**src/hdl/price_level_order_queue_macros.svh**
```systemverilog
// ----------------------------------------------------------------------------
// Assertion macros for the price level order queue
// Immediate-style wrappers around concurrent properties; empty under SYNTH.
// ----------------------------------------------------------------------------
`ifndef PRICE_LEVEL_ORDER_QUEUE_MACROS_SVH
`define PRICE_LEVEL_ORDER_QUEUE_MACROS_SVH
`ifndef SYNTH
`define PLOQ_ASSERT_SAME(label, clk, rst_n, ante, cons) \
	label: assert property (@(posedge clk) disable iff (!rst_n) (ante) |-> (cons)) \
		else $error("plo assertion failed");
`define PLOQ_ASSERT_NEXT(label, clk, rst_n, ante, cons) \
	label: assert property (@(posedge clk) disable iff (!rst_n) (ante) |=> (cons)) \
		else $error("plo assertion failed");
`else
`define PLOQ_ASSERT_SAME(label, clk, rst_n, ante, cons)
`define PLOQ_ASSERT_NEXT(label, clk, rst_n, ante, cons)
`endif
`endif

```
**src/hdl/plo_pkg.sv**
```systemverilog
// ----------------------------------------------------------------------------
// plo_pkg
// Shared sizes, codes and controller/datapath types of the price level queue.
// ----------------------------------------------------------------------------
package plo_pkg;

	localparam int SLOTS  = 64;
	localparam int IDX_W  = $clog2(SLOTS);
	localparam int SCAN_W = $clog2(SLOTS + 1);
	localparam int RC_W   = $clog2(SLOTS + 1);

	localparam int OP_W  = 2;
	localparam int ID_W  = 31;
	localparam int SH_W  = 32;
	localparam int ST_W  = 3;
	localparam int CNT_W = 7;
	localparam int VOL_W = 38;

	localparam logic [OP_W-1:0] OP_ADD    = 2'd0;
	localparam logic [OP_W-1:0] OP_POP    = 2'd1;
	localparam logic [OP_W-1:0] OP_CANCEL = 2'd2;

	typedef enum logic [ST_W-1:0] {
		ST_OK        = 3'd0,
		ST_EMPTY     = 3'd1,
		ST_NOT_FOUND = 3'd2,
		ST_FULL      = 3'd3,
		ST_DUP       = 3'd4
	} status_t;

	typedef struct packed {
		logic    accept;
		logic    scan_start;
		logic    scan_run;
		logic    tgt_head;
		logic    tgt_hit;
		logic    read_tgt;
		logic    unlink;
		logic    append;
		logic    set_status;
		status_t status;
		logic    load_out;
	} cmd_t;

	typedef struct packed {
		logic [OP_W-1:0] op;
		logic            scan_done;
		logic            found;
		logic            free_found;
		logic            empty;
	} stat_t;

endpackage

```
**src/hdl/plo_ctrl.sv**
```systemverilog
// ----------------------------------------------------------------------------
// plo_ctrl
// Operation sequencer: decode, id scan, slot lookup, link update, response.
// ----------------------------------------------------------------------------
`include "price_level_order_queue_macros.svh"

module plo_ctrl import plo_pkg::*; (
	input  logic  clk,
	input  logic  arst_n,
	input  logic  req_valid,
	output logic  req_ready,
	output logic  rsp_valid,
	input  logic  rsp_ready,
	input  stat_t stat,
	output cmd_t  cmd
);

	typedef enum logic [6:0] {
		S_IDLE   = 7'b0000001,
		S_DECODE = 7'b0000010,
		S_SCAN   = 7'b0000100,
		S_LOOKUP = 7'b0001000,
		S_UNLINK = 7'b0010000,
		S_APPEND = 7'b0100000,
		S_RESP   = 7'b1000000
	} state_t;

	state_t state_q;
	state_t state_nx;
	logic   rsp_valid_q;

	assign req_ready = (state_q == S_IDLE);
	assign rsp_valid = rsp_valid_q;

	always_comb begin
		cmd      = '0;
		state_nx = state_q;
		unique case (state_q)
			S_IDLE: begin
				if (req_valid) begin
					cmd.accept = 1'b1;
					state_nx   = S_DECODE;
				end
			end
			S_DECODE: begin
				cmd.set_status = 1'b1;
				cmd.status     = ST_OK;
				priority if (stat.op == OP_ADD || stat.op == OP_CANCEL) begin
					cmd.scan_start = 1'b1;
					state_nx       = S_SCAN;
				end else if (stat.op == OP_POP) begin
					if (stat.empty) begin
						cmd.status = ST_EMPTY;
						state_nx   = S_RESP;
					end else begin
						cmd.tgt_head = 1'b1;
						state_nx     = S_LOOKUP;
					end
				end else begin
					state_nx = S_RESP;
				end
			end
			S_SCAN: begin
				cmd.scan_run = 1'b1;
				if (stat.scan_done) begin
					priority if (stat.op == OP_ADD) begin
						if (stat.found) begin
							cmd.set_status = 1'b1;
							cmd.status     = ST_DUP;
							state_nx       = S_RESP;
						end else if (!stat.free_found) begin
							cmd.set_status = 1'b1;
							cmd.status     = ST_FULL;
							state_nx       = S_RESP;
						end else begin
							state_nx = S_APPEND;
						end
					end else if (stat.found) begin
						cmd.tgt_hit = 1'b1;
						state_nx    = S_LOOKUP;
					end else begin
						cmd.set_status = 1'b1;
						cmd.status     = ST_NOT_FOUND;
						state_nx       = S_RESP;
					end
				end
			end
			S_LOOKUP: begin
				cmd.read_tgt = 1'b1;
				state_nx     = S_UNLINK;
			end
			S_UNLINK: begin
				cmd.unlink = 1'b1;
				state_nx   = S_RESP;
			end
			S_APPEND: begin
				cmd.append = 1'b1;
				state_nx   = S_RESP;
			end
			S_RESP: begin
				if (!rsp_valid_q || rsp_ready) begin
					cmd.load_out = 1'b1;
					state_nx     = S_IDLE;
				end
			end
			default: begin
				state_nx = S_IDLE;
			end
		endcase
	end

	always_ff @(posedge clk or negedge arst_n) begin
		if (!arst_n) begin
			state_q     <= S_IDLE;
			rsp_valid_q <= 1'b0;
		end else begin
			state_q <= state_nx;
			if (cmd.load_out) begin
				rsp_valid_q <= 1'b1;
			end else if (rsp_ready) begin
				rsp_valid_q <= 1'b0;
			end
		end
	end

	`PLOQ_ASSERT_NEXT(a_accept_decode, clk, arst_n, req_valid && req_ready, state_q == S_DECODE)
	`PLOQ_ASSERT_NEXT(a_load_shows, clk, arst_n, cmd.load_out, rsp_valid_q && state_q == S_IDLE)

endmodule

```
**config.mk**
```make
export PLATFORM = sky130hd
export DESIGN_NAME = plo_ctrl
export DESIGN_NICKNAME = d
export VERILOG_FILES = /design/src/hdl/plo_pkg.sv /design/src/hdl/plo_ctrl.sv
export VERILOG_INCLUDE_DIRS = /design/src /design/src/hdl
export SDC_FILE = /design/constraint.sdc
export NUM_CORES = 1
export LEC_CHECK = 0
export BUFFER_PORTS_ARGS = -buffer_cell sky130_fd_sc_hd__buf_2
export CAP_MARGIN = 20
export CORE_AREA = 2 2 42 44
export CTS_CLUSTER_DIAMETER = 100
export DETAILED_ROUTE_END_ITERATION = 16
export DIE_AREA = 0 0 44 46
export PLACE_DENSITY = 0.77
export RECOVER_POWER = 100
export SLEW_MARGIN = 10
export SYNTH_ARGS = -nofsm -noshare
export SYNTH_HDL_FRONTEND = slang
export SYNTH_SLANG_ARGS = --single-unit
```
**constraint.sdc**
```tcl
create_clock -name clk -period 1.5 [get_ports clk]
set_input_delay 0.15 -clock clk [delete_from_list [all_inputs] [get_ports clk]]
set_output_delay 0.15 -clock clk [all_outputs]
set_load 0.005 [all_outputs]
```
==> flow_summary.yaml <==
logic_synthesis:
  async_reset_ff_frac: 1.00
  yosys-top-cells-count: "12 x nor2_1, 7 x dfrtp_1, 5 x nand2_1"
  synth_edf_count: 0
  synth_cells: 70
  synth_seq_area_share: 0.334
  yosysMostFrequentCell: "nor2_1"
  synth-seq-cells: 8
  syn_area_um2: 603
  synth_area_leaders: "dfrtp_1 29%, nor2_1 7.5%, nor4b_1 5.8%"
  synth_warnings: 0
  synth_top_area_cell: "dfrtp_1"
  synth_fp_nets: 80
  synth_cell_types: 34
  syn_area_per_cell_um2: 8.62
  yosysTopAreaCellShare: 0.290
  synth_flop_cell: "dfrtp_1"
min_path:
  worstHoldStart: "stat[3]"
  min_path_cells: 2
  whs_endpoint: "state_q[2]"
  hp-class: "input pin to flop"
timing:
  setup_violations: 16
  slew_viol_final: 0
  timing.slew.headroom: 0.692
  finClkSkew_ns: 0.00580
  rsz0062_at_grt: "true"
  worstMarginPinSlew_ns: 0.455
  setup_ws_ns: -0.458
  period_needed_ns: 1.96
  period_share: 1.31
  hold_viol_final: 0
  timing.fmax_mhz: 511
floorplanning:
  core_area_um2: 1610
  fp.dieH_um: 46
  fp.dieW_um: 44
  io_pins: 25
  die-area_um2: 2020
  initial_core_util: 0.374
  rows: 15
power_and_ir_drop:
  powerDensity_nw_per_um2: 992
  ir_worst_vdd_uv: 672
  p_leak_nw: 0.528
finish:
  final_util: 0.667
  drive_above_1_share: 0.661
  instances_no_fill: 135
  n_antenna_cell: 0
  finalNetCount: 129
  syn_to_final_growth_pct: 78.6
run_status:
  outcome: "complete, but fails checks"
  violations: "setup timing"
place:
  numPortBuffers: 24
  routabilityCongestion: 0.791
  dp_cells: 119
  dpl.hpwl_um: 1150
routing:
  antenna_left: 0
  vias: 742
  drt_first_iter_violations: 23
  wl_um: 1800
  wire_per_inst_um: 13.3
  drt-pass1-iter-count: 4
  viasPerCell: 5.50
  drc: 0
grt:
  grt_overflow: 0
  grt_usage: 0.194
  grt_max_degree: 9
  antenna_found_initial: 0
  grt_pass1_vias: 665
  grt_pass1_wl_um: 2820
worst_setup_path:
  r2r_slack_ns: -0.11
  reg2reg_depth: 5
  reg2reg_from: "state_q[2]"
  endpoint_kind: "output pin"
  crit_type: "flop to output pin"
  crit_required_ns: 1.35
  critPathLaunchType: "flop"
  path_max_fanout: 3
  rr_endpoint: "state_q[6]"
  cp.arrival_ns: 1.81
clocking:
  cts-root-buf: "clkbuf_4"
  clockBufferDepth: 2
  numCtsBuffers: 3
  cts.sinks: 8
  htree_levels: 1
  cts_tree: "yes"
  clk_pin_slew_ns: 0.06
  clk_latency_ns: 0.26
job:
  maxCapViolations: 0
-- sequential cells by signal, indices dropped and copies added, names as in the netlist --
name       flops
state_q        7
rsp_valid      1
-- final cells by class --
class                      count  area, um^2
fill                         139         537
timing repair buffer          47         338
clock buffer                   4        26.3
sequential                     8         206
tap                           17        21.3
inverter                       3        11.3
multi-input combinational     56         474
-- report_power, final --
part           leakage, nW  switching, W  internal, W  total [W]
combinational        0.413      0.000263     0.000332   0.000594
clock               0.0150     0.0000749     0.000102   0.000177
sequential           0.100     0.0000382     0.000260   0.000298
total                0.528      0.000376     0.000693    0.00107
-- metal layers --
metal  GRT usage  vias up  wire length, um
met3      0.0397        6              181
met4       0.139        0               45
li1            -      349                -
met5           0        -                0
met2       0.335       47              932
met1       0.211      340              642
-- critical path, stage by stage (launching register included) --
cell	delay, ns
dfrtp_2	0.44
nor4b_4	0.33
nand3_2	0.11
or4_4	0.43
a21oi_2	0.13
buf_2	0.12
-- worst max path at each step --
stage | start | to | slack [ns] | depth (start not counted)
finish | state_q[4] | cmd[1] | -0.46 | 5
global route | state_q[4] | cmd[1] | -0.56 | 5
CTS | state_q[4] | cmd[1] | -0.44 | 5
detailed placement | state_q[3] | cmd[1] | -0.17 | 5
global placement | state_q[3] | cmd[1] | -0.13 | 5
floorplan | state_q[4] | cmd[1] | -0.14 | 5
-- what timing repair did --
action / CTS / global route
pin swaps: 9 / 8
resized for setup: 28 / 18
endpoints found under the setup margin: 15 / 17
buffers inserted: 11 / 4
hold endpoints to repair: 8 / 0
hold buffers: 1 / 0
-- layout by cell type, fill, tap and decap left out, types with 2 or more instances in the layout --
master / Yosys / routed
buf_2: 1 / 22
buf_4: 0 / 13
buf_6: 1 / 9
nor2_1: 12 / 6
and2_1: 4 / 4
nor2_2: 0 / 4
dfrtp_2: 0 / 4
nor4b_2: 0 / 3
nand2_1: 5 / 3
o21ai_0: 4 / 3
clkbuf_4: 0 / 3
dfrtp_1: 7 / 3
nand3_1: 1 / 2
nor2_4: 0 / 2
nor4b_4: 1 / 2
inv_1: 3 / 2
a21oi_2: 0 / 2
nor2b_1: 2 / 2
clkbuf_1: 1 / 2
-- per-stage QoR --
| stage | setup slack [ns] | setup TNS (ns) | hold slack [ns] | area (um^2) | total power [W] |
|---|---|---|---|---|---|
| final | -0.458 | -3.16 | 0.124 | 1080 | 0.00107 |
| after global routing | -0.556 | -4.41 | 0.138 | 1080 | 0.00115 |
| after CTS | -0.436 | -2.99 | 0.107 | 1030 | 0.00106 |
| after detailed placement | -0.173 | -0.409 | -0.00278 | 807 | 0.000689 |
| after global placement | -0.133 | -0.256 | -0.00436 | 807 | 0.000678 |
| after floorplan | -0.145 | -0.145 | -0.146 | 603 | 0.000513 |
-- kinds of logic (layout without fill, tap and decap cells) --
family / count (synthesis) / in the layout / share of synthesized area
compound gates: 12 / 12 / 0.133
flops: 8 / 8 / 0.334
xor+xnor: 1 / 1 / 0.0145
simple gates: 43 / 43 / 0.467
buf+inv: 6 / 54 / 0.0519
Note: power is estimated with default switching activity, not from simulation.
